[src/ubd_pkg.sv]
// ----------------------------------------------------------------------------
// ubd_pkg: shared definitions for the radix digit converter
// Field widths, digit limits, and the digit-to-character mapping used by the
// converter, its divider, and its channel interfaces.
// ----------------------------------------------------------------------------
package ubd_pkg;

   // Field widths of the request and response items.
   localparam int VALUE_W  = 64;
   localparam int BASE_W   = 6;
   localparam int MIN_W    = 7;
   localparam int CHAR_W   = 7;
   localparam int TOTAL_W  = 7;

   // Digit storage limits.
   localparam int MAX_DIGITS = 64;
   localparam int CNT_W      = $clog2(MAX_DIGITS + 1);
   localparam int ADDR_W     = $clog2(MAX_DIGITS);
   localparam int DIGIT_W    = 6;

   // Divider step counter covers one step per dividend bit.
   localparam int STEP_W = $clog2(VALUE_W);

   // Radix limits and character codes.
   localparam logic [BASE_W-1:0]  RADIX_MIN    = BASE_W'(2);
   localparam logic [BASE_W-1:0]  RADIX_MAX    = BASE_W'(36);
   localparam logic [DIGIT_W-1:0] DECIMAL_SPAN = DIGIT_W'(10);
   localparam logic [CHAR_W-1:0]  CHAR_ZERO    = CHAR_W'(48);
   localparam logic [CHAR_W-1:0]  CHAR_LETTER  = CHAR_W'(65);

   // Control into the bit-serial divider.
   typedef struct packed {
      logic                start;
      logic [VALUE_W-1:0]  dividend;
      logic [BASE_W-1:0]   radix;
   } div_ctrl_type;

   // Result out of the bit-serial divider.
   typedef struct packed {
      logic                done;
      logic [VALUE_W-1:0]  quotient;
      logic [DIGIT_W-1:0]  remainder;
   } div_stat_type;

   // Map a digit value to its ASCII character: '0'-'9', then 'A'-'Z'.
   function automatic logic [CHAR_W-1:0] digit_to_ascii(input logic [DIGIT_W-1:0] d);
      logic [CHAR_W-1:0] offset;
      if (d < DECIMAL_SPAN) begin
         offset = CHAR_ZERO;
      end else begin
         offset = CHAR_LETTER - CHAR_W'(DECIMAL_SPAN);
      end
      return CHAR_W'(d) + offset;
   endfunction

endpackage

[src/ubd_channels.sv]
// ----------------------------------------------------------------------------
// ubd_channels: request and response channels of the radix digit converter
// Each channel carries valid, ready and the payload; a transfer happens on a
// rising clock edge with valid and ready both high.
// ----------------------------------------------------------------------------
interface ubd_req_if;
   import ubd_pkg::*;

   logic                valid;
   logic                ready;
   logic [VALUE_W-1:0]  value;
   logic [BASE_W-1:0]   base;
   logic [MIN_W-1:0]    min_digits;

   modport source (output valid, output value, output base, output min_digits,
                   input ready);
   modport sink   (input valid, input value, input base, input min_digits,
                   output ready);
endinterface

interface ubd_rsp_if;
   import ubd_pkg::*;

   logic                valid;
   logic                ready;
   logic [CHAR_W-1:0]   digit_char;
   logic [TOTAL_W-1:0]  digit_total;
   logic                last_digit;

   modport source (output valid, output digit_char, output digit_total,
                   output last_digit, input ready);
   modport sink   (input valid, input digit_char, input digit_total,
                   input last_digit, output ready);
endinterface

[src/ubd_divider.sv]
// ----------------------------------------------------------------------------
// ubd_divider: bit-serial restoring divider by a small radix
// Shifts the dividend through one bit per cycle, building the quotient in the
// same shift register and keeping a narrow partial remainder.
// ----------------------------------------------------------------------------
module ubd_divider (
   input  logic                  clock,
   input  logic                  reset,
   input  ubd_pkg::div_ctrl_type ctrl,
   output ubd_pkg::div_stat_type stat
);
   import ubd_pkg::*;

   logic [VALUE_W-1:0] quot_ff, quot_in;
   logic [DIGIT_W-1:0] rem_ff, rem_in;
   logic [BASE_W-1:0]  radix_ff, radix_in;
   logic [STEP_W-1:0]  step_ff, step_in;
   logic               busy_ff, busy_in;
   logic               done_ff, done_in;

   logic [DIGIT_W:0]   trial;
   logic               fits;

   // One restoring step: bring in the next dividend bit and subtract if it fits.
   assign trial = {rem_ff, quot_ff[VALUE_W-1]};
   assign fits  = trial >= {1'b0, radix_ff};

   always_comb begin
      quot_in  = quot_ff;
      rem_in   = rem_ff;
      radix_in = radix_ff;
      step_in  = step_ff;
      busy_in  = busy_ff;
      done_in  = 1'b0;
      if (ctrl.start) begin
         quot_in  = ctrl.dividend;
         rem_in   = '0;
         radix_in = ctrl.radix;
         step_in  = '0;
         busy_in  = 1'b1;
      end else if (busy_ff) begin
         quot_in = {quot_ff[VALUE_W-2:0], fits};
         if (fits) begin
            rem_in = DIGIT_W'(trial - {1'b0, radix_ff});
         end else begin
            rem_in = trial[DIGIT_W-1:0];
         end
         step_in = step_ff + STEP_W'(1);
         if (step_ff == STEP_W'(VALUE_W - 1)) begin
            busy_in = 1'b0;
            done_in = 1'b1;
         end
      end
   end

   always_ff @(posedge clock) begin
      quot_ff  <= quot_in;
      rem_ff   <= rem_in;
      radix_ff <= radix_in;
      step_ff  <= step_in;
      if (reset) begin
         busy_ff <= 1'b0;
         done_ff <= 1'b0;
      end else begin
         busy_ff <= busy_in;
         done_ff <= done_in;
      end
   end

   assign stat.done      = done_ff;
   assign stat.quotient  = quot_ff;
   assign stat.remainder = rem_ff;

endmodule

[src/ubd_digit_store.sv]
// ----------------------------------------------------------------------------
// ubd_digit_store: scratch memory for the collected digits
// One write port and one read port with registered read data.
// ----------------------------------------------------------------------------
module ubd_digit_store (
   input  logic                         clock,
   input  logic                         wr_en,
   input  logic [ubd_pkg::ADDR_W-1:0]   wr_addr,
   input  logic [ubd_pkg::DIGIT_W-1:0]  wr_data,
   input  logic                         rd_en,
   input  logic [ubd_pkg::ADDR_W-1:0]   rd_addr,
   output logic [ubd_pkg::DIGIT_W-1:0]  rd_data
);
   import ubd_pkg::*;

   logic [DIGIT_W-1:0] mem [MAX_DIGITS];
   logic [DIGIT_W-1:0] rd_data_ff;

   // Entries are always written before a conversion reads them back.
   always_ff @(posedge clock) begin
      if (wr_en) begin
         mem[wr_addr] <= wr_data;
      end
      if (rd_en) begin
         rd_data_ff <= mem[rd_addr];
      end
   end

   assign rd_data = rd_data_ff;

endmodule

[src/uint_to_base_digits.sv]
// Each digit takes a serial division of the value (one dividend bit per
// cycle); pad digits are then written, and each digit is read from the
// store before it is offered. A new request is taken only once the last
// digit of the previous one has been accepted.
// Reset (synchronous, active high) returns the sequencer to idle; the digit
// store keeps its contents and needs no clearing pass.
// ----------------------------------------------------------------------------
// uint_to_base_digits: unsigned integer to ASCII digits in a chosen radix
// Divides the value by the radix one digit at a time, stores the remainders,
// pads with zeros up to the minimum count, and emits characters most
// significant first.
// ----------------------------------------------------------------------------
module uint_to_base_digits (
   input  logic      clock,
   input  logic      reset,
   ubd_req_if.sink   req_chan,
   ubd_rsp_if.source rsp_chan
);
   import ubd_pkg::*;

   typedef enum logic [2:0] {
      ST_IDLE,
      ST_DIVIDE,
      ST_PAD,
      ST_READ,
      ST_EMIT
   } state_type;

   localparam logic [CNT_W-1:0] MAX_CNT = CNT_W'(MAX_DIGITS);

   state_type          state_ff, state_in;
   logic [CNT_W-1:0]   count_ff, count_in;
   logic [CNT_W-1:0]   min_ff, min_in;
   logic [BASE_W-1:0]  radix_ff, radix_in;
   logic [ADDR_W-1:0]  idx_ff, idx_in;

   div_ctrl_type       div_ctrl;
   div_stat_type       div_stat;

   logic               wr_en;
   logic [ADDR_W-1:0]  wr_addr;
   logic [DIGIT_W-1:0] wr_data;
   logic               rd_en;
   logic [DIGIT_W-1:0] rd_data;

   logic [BASE_W-1:0]  radix_clamped;
   logic [CNT_W-1:0]   min_clamped;
   logic               req_accept;

   // Clamp the radix to 2..36 and the minimum count to the store depth.
   always_comb begin
      if (req_chan.base < RADIX_MIN) begin
         radix_clamped = RADIX_MIN;
      end else if (req_chan.base > RADIX_MAX) begin
         radix_clamped = RADIX_MAX;
      end else begin
         radix_clamped = req_chan.base;
      end
      if (req_chan.min_digits > MIN_W'(MAX_DIGITS)) begin
         min_clamped = MAX_CNT;
      end else begin
         min_clamped = CNT_W'(req_chan.min_digits);
      end
   end

   assign req_chan.ready = (state_ff == ST_IDLE);
   assign req_accept     = req_chan.valid && req_chan.ready;

   // Sequencer: divide, pad, then read the digits back in reverse order.
   always_comb begin
      state_in = state_ff;
      count_in = count_ff;
      min_in   = min_ff;
      radix_in = radix_ff;
      idx_in   = idx_ff;
      div_ctrl = '{start: 1'b0, dividend: div_stat.quotient, radix: radix_ff};
      wr_en    = 1'b0;
      wr_addr  = count_ff[ADDR_W-1:0];
      wr_data  = '0;
      rd_en    = 1'b0;
      unique case (state_ff)
         ST_IDLE: begin
            if (req_accept) begin
               div_ctrl = '{start: 1'b1, dividend: req_chan.value, radix: radix_clamped};
               radix_in = radix_clamped;
               min_in   = min_clamped;
               count_in = '0;
               state_in = ST_DIVIDE;
            end
         end
         ST_DIVIDE: begin
            if (div_stat.done) begin
               // Digits beyond the store depth are dropped from the top.
               if (count_ff < MAX_CNT) begin
                  wr_en    = 1'b1;
                  wr_data  = div_stat.remainder;
                  count_in = count_ff + CNT_W'(1);
               end
               if (div_stat.quotient == '0) begin
                  state_in = ST_PAD;
               end else begin
                  div_ctrl.start = 1'b1;
               end
            end
         end
         ST_PAD: begin
            if (count_ff < min_ff) begin
               wr_en    = 1'b1;
               count_in = count_ff + CNT_W'(1);
            end else begin
               idx_in   = ADDR_W'(count_ff - CNT_W'(1));
               state_in = ST_READ;
            end
         end
         ST_READ: begin
            rd_en    = 1'b1;
            state_in = ST_EMIT;
         end
         ST_EMIT: begin
            if (rsp_chan.ready) begin
               if (idx_ff == '0) begin
                  state_in = ST_IDLE;
               end else begin
                  idx_in   = idx_ff - ADDR_W'(1);
                  state_in = ST_READ;
               end
            end
         end
         default: begin
            state_in = ST_IDLE;
         end
      endcase
   end

   always_ff @(posedge clock) begin
      min_ff   <= min_in;
      radix_ff <= radix_in;
      idx_ff   <= idx_in;
      if (reset) begin
         state_ff <= ST_IDLE;
         count_ff <= '0;
      end else begin
         state_ff <= state_in;
         count_ff <= count_in;
      end
   end

   ubd_divider u_divider (
      .clock (clock),
      .reset (reset),
      .ctrl  (div_ctrl),
      .stat  (div_stat)
   );

   ubd_digit_store u_digit_store (
      .clock   (clock),
      .wr_en   (wr_en),
      .wr_addr (wr_addr),
      .wr_data (wr_data),
      .rd_en   (rd_en),
      .rd_addr (idx_ff),
      .rd_data (rd_data)
   );

   // The read data register holds the current digit while the response waits for ready.
   assign rsp_chan.valid       = (state_ff == ST_EMIT);
   assign rsp_chan.digit_char  = digit_to_ascii(rd_data);
   assign rsp_chan.digit_total = TOTAL_W'(count_ff);
   assign rsp_chan.last_digit  = (idx_ff == '0);

endmodule

[src/flat_wrapper.sv]
// flat-port wrapper written by rule: the top's interface ports become plain ports
module uint_to_base_digits_flat import ubd_pkg::*;
  (clock, reset, req_chan_valid, req_chan_value, req_chan_base, req_chan_min_digits, req_chan_ready, rsp_chan_valid, rsp_chan_digit_char, rsp_chan_digit_total, rsp_chan_last_digit, rsp_chan_ready);
  ubd_req_if req_chan_i ();
  ubd_rsp_if rsp_chan_i ();
  input  logic clock;
  input  logic reset;
  input wire logic [$bits(req_chan_i.valid)-1:0] req_chan_valid;
  input wire logic [$bits(req_chan_i.value)-1:0] req_chan_value;
  input wire logic [$bits(req_chan_i.base)-1:0] req_chan_base;
  input wire logic [$bits(req_chan_i.min_digits)-1:0] req_chan_min_digits;
  output wire logic [$bits(req_chan_i.ready)-1:0] req_chan_ready;
  output wire logic [$bits(rsp_chan_i.valid)-1:0] rsp_chan_valid;
  output wire logic [$bits(rsp_chan_i.digit_char)-1:0] rsp_chan_digit_char;
  output wire logic [$bits(rsp_chan_i.digit_total)-1:0] rsp_chan_digit_total;
  output wire logic [$bits(rsp_chan_i.last_digit)-1:0] rsp_chan_last_digit;
  input wire logic [$bits(rsp_chan_i.ready)-1:0] rsp_chan_ready;
  assign req_chan_i.valid = req_chan_valid;
  assign req_chan_i.value = req_chan_value;
  assign req_chan_i.base = req_chan_base;
  assign req_chan_i.min_digits = req_chan_min_digits;
  assign req_chan_ready = req_chan_i.ready;
  assign rsp_chan_valid = rsp_chan_i.valid;
  assign rsp_chan_digit_char = rsp_chan_i.digit_char;
  assign rsp_chan_digit_total = rsp_chan_i.digit_total;
  assign rsp_chan_last_digit = rsp_chan_i.last_digit;
  assign rsp_chan_i.ready = rsp_chan_ready;
  uint_to_base_digits u_core (.clock(clock), .reset(reset), .req_chan(req_chan_i), .rsp_chan(rsp_chan_i));
endmodule
[config.mk]
export PLATFORM = sky130hd
export DESIGN_NAME = uint_to_base_digits_flat
export DESIGN_NICKNAME = d
export VERILOG_FILES = /design/src/ubd_pkg.sv /design/src/ubd_channels.sv /design/src/ubd_divider.sv /design/src/ubd_digit_store.sv /design/src/uint_to_base_digits.sv /design/src/flat_wrapper.sv
export SDC_FILE = /design/constraint.sdc
export NUM_CORES = 1
export LEC_CHECK = 0
export BUFFER_PORTS_ARGS = -buffer_cell sky130_fd_sc_hd__buf_2
export CAP_MARGIN = 20
export CELL_PAD_IN_SITES_DETAIL_PLACEMENT = 2
export CELL_PAD_IN_SITES_GLOBAL_PLACEMENT = 2
export CORE_AREA = 8 8 280 282
export CTS_CLUSTER_SIZE = 16
export DETAILED_ROUTE_END_ITERATION = 12
export DIE_AREA = 0 0 288 290
export PLACE_DENSITY_LB_ADDON = 0.2
export SYNTH_ARGS = -nofsm -noshare
export SYNTH_HDL_FRONTEND = slang
export SYNTH_HIERARCHICAL = 1
export SYNTH_SLANG_ARGS = --single-unit
[constraint.sdc]
create_clock -name clock -period 8.8 [get_ports clock]
set_clock_uncertainty 0.1 [all_clocks]
set_input_delay 0.88 -clock clock [delete_from_list [all_inputs] [get_ports clock]]
set_output_delay 0.88 -clock clock [all_outputs]
set_load 0.02 [all_outputs]
[Word-level counts from Yosys, hierarchy flattened]
Memories as Yosys holds them, arrays and structs flattened. A register that Yosys moved wholly into a read port is not among the register bits.
Cells that the tools add are included.
Storage, ports and cells
  register bits: 113
  memory bits (writable): 384
  input bits: 81
  output and inout bits: 17
  logic and storage cells: 95
  memories kept: 1
Operators by class
  add/subtract/negate cells: 6
  $lt $le $gt $ge: 7
  eq/ne operators: 15
  multiplexer cells: 41
  bitwise logic cells: 1
  reduce and logical (&&, ||, !) cells: 13
Memories
  u_core.u_digit_store.mem: depth 64, width 6, rd ports 1, clocked after Yosys merged registers in 1, wr ports 1, line ubd_digit_store.sv:16  | logic [DIGIT_W-1:0] mem [MAX_DIGITS];
Operators by type and width (count)
  two-way mux 64 bit: 2
  two-way mux 71 bit: 1
  two-way mux 70 bit: 1
  zero test 64 bit: 1
  two-way mux 6 bit: 9
  two-way mux 7 bit: 4
  case mux 7 bit (3 select lines): 1
  two-way mux 3 bit: 6
  case mux 3 bit (5 select lines): 1
  two-way mux 1 bit: 12
  case mux 6 bit (2 select lines): 1
  subtractor 6 x 1 -> 6 bit (second input constant): 2
  inequality test 2 x 1 -> 1 bit (second input constant): 5
  inequality test 2 bit (second input constant): 5
  AND reduction 5 bit: 2
  adder 6 x 6 -> 7 bit: 1
  adder 7 x 1 -> 7 bit (second input constant): 1
  >= comparator 7 x 6 -> 1 bit: 1
  greater-than comparator 7 bit (second input constant): 1
  < comparator 7 bit: 1
  < comparator 7 bit (second input constant): 1
  adder 6 x 1 -> 6 bit (second input constant): 1
  == test 3 x 2 -> 1 bit (second input constant): 2
  == test 6 bit (second input constant): 1
  18 further kinds: 20

[Logic depth before layout (Yosys ltp)]
Gate-level depths: netlist of run 1.
  word-level depth: 7
  depth in mapped cells: 10
  gate-level depth less buffers: 10

[By module]
The synthesis of run 1 kept the hierarchy.
By module, submodules not included
  ubd_digit_store: instances 1, cells an instance 720, area an instance 15285.9 sq um
  ubd_divider: instances 1, cells an instance 251, area an instance 3764.9 sq um
  uint_to_base_digits: instances 1, cells an instance 298, area an instance 2821.5 sq um

[Worst setup path before layout of run 1]
Ideal clock, no wire load.
  kind: input -> register
  start point: input req_chan_valid
  end point: register u_core.u_divider.quot_ff[0], enable pin
  setup time: 0.394 ns
  arrival time: 3.384 ns
  path slack: 4.922 ns
  stages: 7
  buffers on the path: 3
  cell sequence: nand2b_1 > nor3_2 > buf_2 > a21o_1 > clkbuf_1 > clkbuf_1 > or2_2
RTL lines
  start: declaration: line flat_wrapper.sv:8  | input wire logic [$bits(req_chan_i.valid)-1:0] req_chan_valid;
  end signal: assignment: line ubd_divider.sv:57  | quot_ff <= quot_in;
  end: declaration: line ubd_divider.sv:14  | logic [VALUE_W-1:0] quot_ff, quot_in;

[Worst setup path after layout of run 1]
  start point: register u_core.count_ff[2], in the netlist u_core/rsp_chan.digit_total[2]
  end point: memory u_core.u_digit_store.mem[62][5], enable pin
Between the ends
  cells in the longest elaborated chain, start to end: 6
  elaborated cells on any way between the ends: 8
RTL lines
  start: declaration: line uint_to_base_digits.sv:32  | logic [CNT_W-1:0] count_ff, count_in;
  start signal: assignment: line uint_to_base_digits.sv:144  | count_ff <= count_in;
  < comparator 7 bit: line uint_to_base_digits.sv:94  | if (count_ff < MAX_CNT) begin
  two-way mux 1 bit: line uint_to_base_digits.sv:94
  two-way mux 1 bit: line uint_to_base_digits.sv:92  | if (div_stat.done) begin
  case mux 1 bit (2 select lines) (*): line uint_to_base_digits.sv:81  | unique case (state_ff)
  via u_core.wr_en: line uint_to_base_digits.sv:40  | logic wr_en;
  two-way mux 1 bit (*): line ubd_digit_store.sv:21  | if (wr_en) begin
  two-way mux 1 bit (not written as such) (*): line ubd_digit_store.sv:22  | mem[wr_addr] <= wr_data;
  end: declaration: line ubd_digit_store.sv:16
The timed path passes the listed nets; every way through them passes the cells marked *.

==> results of run 1 <==
state kept, by name, summed over array words and instances, names as in the netlist:
signal,flops
u_core/u_digit_store/mem,384
u_core/u_divider/quot_ff,64
u_core/min_ff,7
u_core/rsp_chan.digit_total,7
u_core/idx_ff,6
u_core/radix_ff,6
u_core/u_digit_store/rd_data,6
u_core/u_divider/radix_ff,6
u_core/u_divider/rem_ff,6
u_core/u_divider/step_ff,6
u_core/state_ff,3
u_core/u_divider/busy_ff,1
u_core/u_divider/done_ff,1
power groups by stage:
| stage | Sequential, mW | Clock [mW] | Combinational (mW) |
|---|---|---|---|
| detailed placement | 3.16 | 0 | 1.01 |
| CTS | 3.11 | 2.41 | 1.02 |
| global route | 3.14 | 2.50 | 1.11 |
| finish | 3.11 | 2.33 | 1.01 |
| global placement | 3.16 | 0 | 0.980 |
| floorplan | 3.06 | 0 | 0.818 |
layer usage:
layer / track usage (%) / vias up
met2: 22.9 / 258
met1: 18.4 / 6318
li1: - / 5306
met5: 0 / -
met3: 2.66 / 84
met4: 4.23 / 2
placed cells by master (no fill, tap or decap), types with 8 or more instances in the layout:
cell / Yosys / final
mux2_2: 137 / 137
mux2i_1: 25 / 25
buf_4: 4 / 15
a211oi_1: 10 / 10
clkbuf_16: 0 / 56
xor2_1: 11 / 11
o221ai_1: 9 / 9
nor2_1: 100 / 100
nor2b_1: 19 / 19
o21ai_0: 10 / 10
a21oi_1: 29 / 29
o22ai_1: 12 / 12
nand2b_1: 9 / 9
edfxtp_1: 479 / 479
clkinv_1: 0 / 12
nand2_1: 22 / 22
dfxtp_1: 24 / 24
clkinv_2: 0 / 10
clkbuf_1: 27 / 13
nand3_1: 17 / 17
inv_1: 28 / 28
buf_2: 24 / 97
nor3_1: 12 / 12
o21ai_1: 8 / 8
nor4_1: 18 / 18
ha_1: 19 / 19
mux4_2: 87 / 87
nand4_1: 13 / 13
critical path: cells and delay by family (launching register included):
kind / cells / cell delay, ns
fa+ha+maj: 1 / 0.34
flops: 1 / 0.68
compound gates: 4 / 1.06
simple gates: 3 / 1.49
buf+inv: 1 / 0.22
worst paths after layout:
check	to	depth (start not counted)
max	u_core/u_digit_store/mem[62][5]	9
min	u_core/u_divider/rem_ff[5]	2
max reg2reg	u_core/u_digit_store/mem[62][5]	9
min reg2reg	u_core/u_divider/rem_ff[5]	2
area by class of cell:
cell class	count	area, sq um
Antenna cell	5	12.5
Tap cell	969	1210
Timing Repair Buffer	114	646
Inverter	28	105
Clock buffer	69	1450
Clock inverter	33	350
Multi-Input combinational cell	671	6540
Fill cell	7413	48600
Sequential cell	503	14900
logic make-up after synthesis:
group | count (synthesis)
muxes | 262
adders and majority gates | 21
buffers and inverters | 95
DFF | 503
and+or+nand+nor | 253
xor gates and xnor gates | 16
AOI/OAI and AO/OA | 119
==> impl_metrics.yaml, run 1 <==
timing:
  max_slew_margin_pct: 32.0
  max_freq_mhz: 234
  rsz0062_at_grt: "no"
  layout_setup_ws_ns: 4.53
  worstMarginPinSlew_ns: 1.01
  hold_viol: 0
  finalSetupViolations: 0
  slew_viol_final: 0
  fin_crit_sh_pct: 48.6
  fin_tns_setup_ns: 0
  period_needed_ns: 4.27
  whs_ns: 0.422
yosys:
  synth_cell_types: 68
  synthAdderAreaFrac_pct: 1.27
  synth-simple-area-share_pct: 5.94
  ys_top_cells_by_count: "edfxtp_1 (479), mux2_2 (137), nor2_1 (100), mux4_2 (87), a21oi_1 (29)"
  synth_top_cell_area_share_pct: 65.8
  yosys.area.top_type: "edfxtp_1"
  synth_xor_area_share_pct: 0.641
  synthTopCellsByArea: "edfxtp_1 (66%), mux4_2 (9.0%), mux2_2 (7.1%)"
  synthFlopType: "edfxtp_1"
  synth_compound_area_share_pct: 3.70
  yosys_warnings: 6
  synth_mux_area_share_pct: 18.3
  syn_avg_cell_area_sq_um: 17.2
  ys_seq_area_share_pct: 68.0
  synth_edf_count: 479
  synthesis.nets: 1371
  synth_top_family_by_area: "multiplexers"
  syn_inst: 1269
  synthArstFlopShare_pct: 0
  synth.most_common_cell: "edfxtp_1"
  synth_area_sq_mm: 0.0219
  synth_seq_cells: 503
pwr:
  p_per_area_mw_per_mm2: 256
  intPower_mw: 4.78
  irDropWorstVdd_mv: 0.149
  power_frac_comb_pct: 15.7
  p_seq_share_pct: 48.2
  swShare_pct: 25.8
  leakagePower_nw: 7.52
  finalPower_mw: 6.45
  switchingPower_mw: 1.67
  p_clk_share_pct: 36.2
placed_design:
  dp_cells: 2284
  dp_hpwl_mm: 37.2
  gp_congestion: 0.741
  numPortBuffers: 97
  place_area_sq_mm: 0.0233
  place_ws_ns: 4.52
clock_network:
  clk_pin_slew_ns: 0.06
  cts_hold_repair.buffers: 0
  cts_buffers: 56
  cts_tree: "built"
  cts_resized: 0
  cts_max_level: 2
  post_cts_buffers: 0
  clock_latency_ns: 0.62
  clock-sinks: 503
  cts_buffer_depth: 3
  cts_root_buffer: "clkbuf_16"
worst_hold_path:
  min_path_type: "flip-flop to flip-flop"
  min_from: "u_core/u_divider/rem_ff[5]"
routing:
  highest_layer: "met5"
  met3_length_mm: 2.60
  drc: 0
  routedWlPerCell_um: 24.7
  finalWirelength_mm: 59.2
  vias_per_cell: 5.00
  m1WireLength_mm: 26.6
  drtIter0Drc: 726
  ant_nets: 0
  met2_length_mm: 28.5
  dr.pass1.iters: 4
  vias: 12000
grt:
  grt_overflow: 0
  grt_start_max_net_pins: 88
  grt_antenna_before_repair: 6
  track_usage_pct: 13.9
  grt_pass1_wl_mm: 87.7
  first_global_vias: 13100
worst_setup_path:
  r2r_slack_ns: 4.53
  cp_slowest_cell: "dfxtp_1"
  timing.rr.start: "u_core/rsp_chan.digit_total[2]"
  cpPeakStageDelay_ns: 0.68
  cp-start-kind: "flip-flop"
  cpMostUsedCell: "a21o_1"
  cp-end-kind: "flip-flop"
  path_cells: "ha_1 > a21o_1 > a31oi_1 > o211ai_1 > a21o_1 > inv_1 > nor2b_1 > nand3_1 > nor2_1"
  worstSetupPathType: "flip-flop to flip-flop"
  crit_fanout: 17
  arrival_ns: 4.42
  critPathRequiredTime_ns: 8.95
  crit_path_start: "u_core/rsp_chan.digit_total[2]"
job:
  maxCapViolCount: 0
floorplanning:
  io-pin-count: 98
  die-area_sq_mm: 0.0835
  rows: 100
  start_util_pct: 29.6
  fp.dieH_um: 290
  core_area_sq_mm: 0.0738
  die_width_um: 288
cells_and_area:
  final_area_sq_mm: 0.0252
  utilization_pct: 34.1
  drive_above_1_share_pct: 30.8
  finalNonFillerCells: 2392
  finalNetCount: 1476
  area_growth_pct: 15.1
outcome:
  status: "completed"
(Power assumes the default switching activity.)
==> inputs of run 2 (changes only) <==
==> constraint.sdc (replaced) <==
create_clock -name clock -period 3.95 [get_ports clock]
set_clock_uncertainty 0.1 [all_clocks]
set_input_delay 0.395 -clock clock [delete_from_list [all_inputs] [get_ports clock]]
set_output_delay 0.395 -clock clock [all_outputs]
set_load 0.02 [all_outputs]
==> impl_metrics.yaml, run 2 (synthesis results as in run 1) <==
routing:
  dr.pass1.iters: 5
  drc: 0
  ant_nets: 0
  routedWlPerCell_um: 24.3
  drtIter0Drc: 710
  vias: 12100
  vias_per_cell: 4.92
  finalWirelength_mm: 59.8
cells_and_area:
  top_register: "u_core/u_digit_store/mem"
  finalNetCount: 1533
  final_area_sq_mm: 0.0258
  largest_reg_flops: 384
  drive_above_1_share_pct: 33.0
  layout_common_cells: "edfxtp_1 (479), mux2_2 (137), nor2_1 (100), buf_2 (97), mux4_2 (87)"
  reg_top3: "u_core/u_digit_store/mem (384), u_core/u_divider/quot_ff (64)"
  fillCellCount: 7412
  area_growth_pct: 17.9
  layout_commonest_cell: "edfxtp_1"
  finalNonFillerCells: 2457
timing:
  max_freq_mhz: 291
  hold_viol: 0
  period_needed_ns: 3.44
  rsz0062_at_grt: "no"
  max_slew_margin_pct: 36.8
  finalSetupViolations: 0
  worstMarginPinSlew_ns: 0.948
  layout_setup_ws_ns: 0.513
  slew_viol_final: 0
  fin_crit_sh_pct: 87.0
  fin_tns_setup_ns: 0
  whs_ns: 0.0721
worst_setup_path:
  crit_fanout: 8
  cp-start-kind: "flip-flop"
  cp-end-kind: "flip-flop"
  r2r_slack_ns: 0.51
  critPathRequiredTime_ns: 4.08
  arrival_ns: 3.57
  worstSetupPathType: "flip-flop to flip-flop"
floorplanning:
  fp.dieH_um: 290
  start_util_pct: 29.6
  rows: 100
  core_area_sq_mm: 0.0738
  die-area_sq_mm: 0.0835
  io-pin-count: 98
  die_width_um: 288
grt:
  track_usage_pct: 14.2
  grt_start_max_net_pins: 77
  grt_pass1_wl_mm: 90.1
  grt_antenna_before_repair: 17
  first_global_vias: 13700
  grt_overflow: 0
placed_design:
  dp_cells: 2332
  gp_congestion: 0.741
  place_ws_ns: 0.460
  place_area_sq_mm: 0.0238
  dp_hpwl_mm: 38.7
  numPortBuffers: 97
pwr:
  irDropWorstVdd_mv: 0.303
  leakagePower_nw: 7.87
  p_per_area_mw_per_mm2: 567
clock_network:
  clock-sinks: 503
  cts_tree: "built"
  clk_pin_slew_ns: 0.06
  cts_buffer_depth: 3
  post_cts_buffers: 0
  cts_root_buffer: "clkbuf_16"
  clock_latency_ns: 0.61
  cts_max_level: 2
  cts_resized: 0
  cts_buffers: 56
  cts_hold_repair.buffers: 10
worst_hold_path:
  min_path_type: "input port to flip-flop"
outcome:
  status: "completed"
job:
  maxCapViolCount: 0
==> run 2: cell count changes in the layout (fill, tap and decap cells not counted), sizes merged <==
cell	change
buf	+47
bufinv	+3
clkinv	-1
diode	+6
dlygate4sd3	+10
==> run 2: worst max-delay path: stages (launching register included) <==
cell and delay, ns:
edfxtp_1 0.36, inv_1 0.06, ha_1 0.23, a21o_1 0.16
a31oi_1 0.22, o211ai_1 0.16, a21o_1 0.27, inv_1 0.10
nor2b_1 0.37, nand2_1 0.40, nor2_1 0.62
==> run 2: per-layer routing <==
layer  global-route usage [%]  vias up  wire length [um]
li1                         -     5425                 -
met1                     18.0     6329             26000
met2                     24.2      234             29700
met3                     3.45       78              3010
met4                     3.44       12              1020
met5                        0        -                80
==> run 2: report_power, final <==
part	internal [mW]	switching, mW
registers	6.50	0.396
logic	1.19	1.12
clock network	3.24	2.18
total	10.9	3.70
==> run 2: cell type report <==
type / count / area [sq um] / share of cell area, %
flip-flops and latches: 503 / 14900 / 57.7
diodes: 11 / 27.5 / 0.107
repair buffers: 171 / 1140 / 4.43
multi-input cells: 671 / 6540 / 25.4
inverters: 28 / 105 / 0.408
well taps: 969 / 1210 / 4.70
clock inverters: 35 / 419 / 1.63
clock buffers: 69 / 1470 / 5.71
==> run 2: final timing paths <==
| kind | start | endpoint | cells after the start |
|---|---|---|---|
| setup / recovery | u_core/min_ff[2] | u_core/u_digit_store/mem[20][1] | 10 |
| hold / removal | rsp_chan_ready | u_core/state_ff[2] | 4 |
| setup reg to reg | u_core/min_ff[2] | u_core/u_digit_store/mem[20][1] | 10 |
| hold reg to reg | u_core/u_divider/step_ff[5] | u_core/u_divider/step_ff[5] | 2 |
==> run 2: stage by stage <==
step,util [%],power (mW)
2_1_floorplan,-,8.65
3_3_place_gp,32.2,9.25
3_5_place_dp,32.2,9.36
4_1_cts,34.9,14.9
5_1_grt,34.9,15.3
6_report,34.9,14.6
==> inputs of run 3 (changes only) <==
--- a/config.mk
+++ b/config.mk
@@ -14,6 +14,7 @@
 export DETAILED_ROUTE_END_ITERATION = 12
 export DIE_AREA = 0 0 288 290
 export PLACE_DENSITY_LB_ADDON = 0.2
+export REMOVE_ABC_BUFFERS = 1
 export SYNTH_ARGS = -nofsm -noshare
 export SYNTH_HDL_FRONTEND = slang
 export SYNTH_HIERARCHICAL = 1
==> impl_metrics.yaml, run 3 (synthesis results as in run 1) <==
routing:
  finalWirelength_mm: 58.3
  vias_per_cell: 4.90
  routedWlPerCell_um: 23.7
  drtIter0Drc: 643
  drc: 0
  vias: 12100
  dr.pass1.iters: 5
  ant_nets: 0
cells_and_area:
  area_growth_pct: 18.5
  layout_common_cells: "edfxtp_1 (479), mux2_2 (137), nor2_1 (100), buf_2 (97), mux4_2 (87)"
  reg_top3: "u_core/u_digit_store/mem (384), u_core/u_divider/quot_ff (64)"
  layout_commonest_cell: "edfxtp_1"
  finalNetCount: 1547
  regArea_sq_mm: 0.0149
  fillCellCount: 7377
  drive_above_1_share_pct: 33.8
  largest_reg_flops: 384
  multiInputGateArea_sq_mm: 0.00654
  top_register: "u_core/u_digit_store/mem"
floorplanning:
  die_width_um: 288
  rows: 100
  fp.dieH_um: 290
  core_area_sq_mm: 0.0738
  io-pin-count: 98
  start_util_pct: 29.6
  die-area_sq_mm: 0.0835
timing:
  finalSetupViolations: 0
  max_slew_margin_pct: 34.6
  period_needed_ns: 3.40
  fin_crit_sh_pct: 86.0
  worstMarginPinSlew_ns: 0.981
  slew_viol_final: 0
  hold_viol: 0
  rsz0062_at_grt: "no"
  layout_setup_ws_ns: 0.553
  fin_tns_setup_ns: 0
  max_freq_mhz: 294
worst_setup_path:
  critPathRequiredTime_ns: 4.09
  cp-start-kind: "flip-flop"
  crit_buf_inv: 2
  path_delay_family: "simple AND/OR/NAND/NOR gates"
  arrival_ns: 3.53
  path_cells: "inv_1 > ha_1 > a21o_1 > a31oi_1 > o211ai_1 > a21o_1 > inv_1 > nor2b_1 > nand2_1 > nor2_1"
  worstSetupPathType: "flip-flop to flip-flop"
  cp_slowest_cell: "nor2_1"
  cp-end-kind: "flip-flop"
  cpPeakStageDelay_ns: 0.61
  r2r_slack_ns: 0.55
  crit_fanout: 8
pwr:
  p_clk_share_pct: 37.2
  swShare_pct: 25.2
  p_per_area_mw_per_mm2: 568
  p_seq_share_pct: 47.0
  irDropWorstVdd_mv: 0.313
  power_frac_comb_pct: 15.9
  intPower_mw: 11.0
  switchingPower_mw: 3.71
  leakagePower_nw: 7.96
clock_network:
  cts_buffer_depth: 3
  clock-sinks: 503
  cts_tree: "built"
  cts_max_level: 2
  clk_pin_slew_ns: 0.06
  cts_buffers: 58
  cts_root_buffer: "clkbuf_16"
  post_cts_buffers: 0
  clock_latency_ns: 0.63
grt:
  grt_overflow: 0
  track_usage_pct: 13.8
  first_global_vias: 13600
  grt_pass1_wl_mm: 88.4
  grt_start_max_net_pins: 90
  grt_antenna_before_repair: 6
placed_design:
  place_ws_ns: 0.530
  gp_congestion: 0.750
  dp_hpwl_mm: 38.3
  numPortBuffers: 97
worst_hold_path:
  min_path_type: "input port to flip-flop"
job:
  maxCapViolCount: 0
outcome:
  status: "completed"
==> run 3: cell types whose count changed in the layout (fill, tap and decap cells not counted), moves of 3 or more <==
cell and change:
and2_4 -3, clkbuf_1 -4, and2_2 +3, diode_2 -9, buf_4 +12
==> run 3: worst paths after layout <==
check / startpoint / end / cells past startpoint
min: req_chan_min_digits[2] / u_core/min_ff[2] / 2
min reg2reg: u_core/u_divider/step_ff[5] / u_core/u_divider/step_ff[5] / 2
max reg2reg: u_core/min_ff[2] / u_core/u_digit_store/mem[16][0] / 10
max: u_core/min_ff[2] / u_core/u_digit_store/mem[16][0] / 10
==> run 3: timing repair <==
action                                 4_1_cts  5_1_grt
resized for setup                            0        0
hold buffers                                10        0
endpoints found under the hold margin       10        0
==> run 3: layout make-up <==
type / instances / share of cell area, %
diodes: 2 / 0.0193
flip-flops and latches: 503 / 57.4
repair buffers: 183 / 4.81
multi-input cells: 671 / 25.2
clock buffers: 67 / 5.77
inverters: 28 / 0.406
clock inverters: 36 / 1.70
well taps: 969 / 4.68
==> run 3: layer usage <==
layer | vias to the layer above | GRT usage, % | share of wire [%]
li1 | 5454 | - | -
met3 | 74 | 2.77 | 4.5
met1 | 6289 | 18.5 | 46
met2 | 225 | 22.8 | 48
met4 | 10 | 3.45 | 1.9
met5 | - | 0 | 0.11
==> run 3: worst reg2reg max path: stages, from the launching register on <==
cell	delay, ns
edfxtp_1	0.37
inv_1	0.08
ha_1	0.24
a21o_1	0.16
a31oi_1	0.18
o211ai_1	0.15
a21o_1	0.28
inv_1	0.21
nor2b_1	0.29
nand2_1	0.34
nor2_1	0.61
==> run 3: power groups by stage <==
stage / clock, mW / sequential (mW) / combinational, mW
final: 5.47 / 6.91 / 2.33
after global routing: 5.81 / 6.99 / 2.57
after CTS: 5.67 / 6.93 / 2.35
after detailed placement: 0 / 7.04 / 2.33
after global placement: 0 / 7.01 / 2.24
after floorplan: 0 / 6.87 / 1.76
==> run 3: per-stage QoR <==
step | util [%] | instances | cell area (sq um) | power [mW] | hold WS (ns)
after floorplan | - | 1202 | 21500 | 8.63 | 0.358
after global placement | 32.3 | 2342 | 23800 | 9.25 | 0.376
after detailed placement | 32.3 | 2343 | 23800 | 9.36 | 0.410
after CTS | 35.1 | 2456 | 25900 | 14.9 | 0.0146
after global routing | 35.1 | 2457 | 25900 | 15.4 | 0.0350
final | 35.1 | 2459 | 25900 | 14.7 | 0.0413
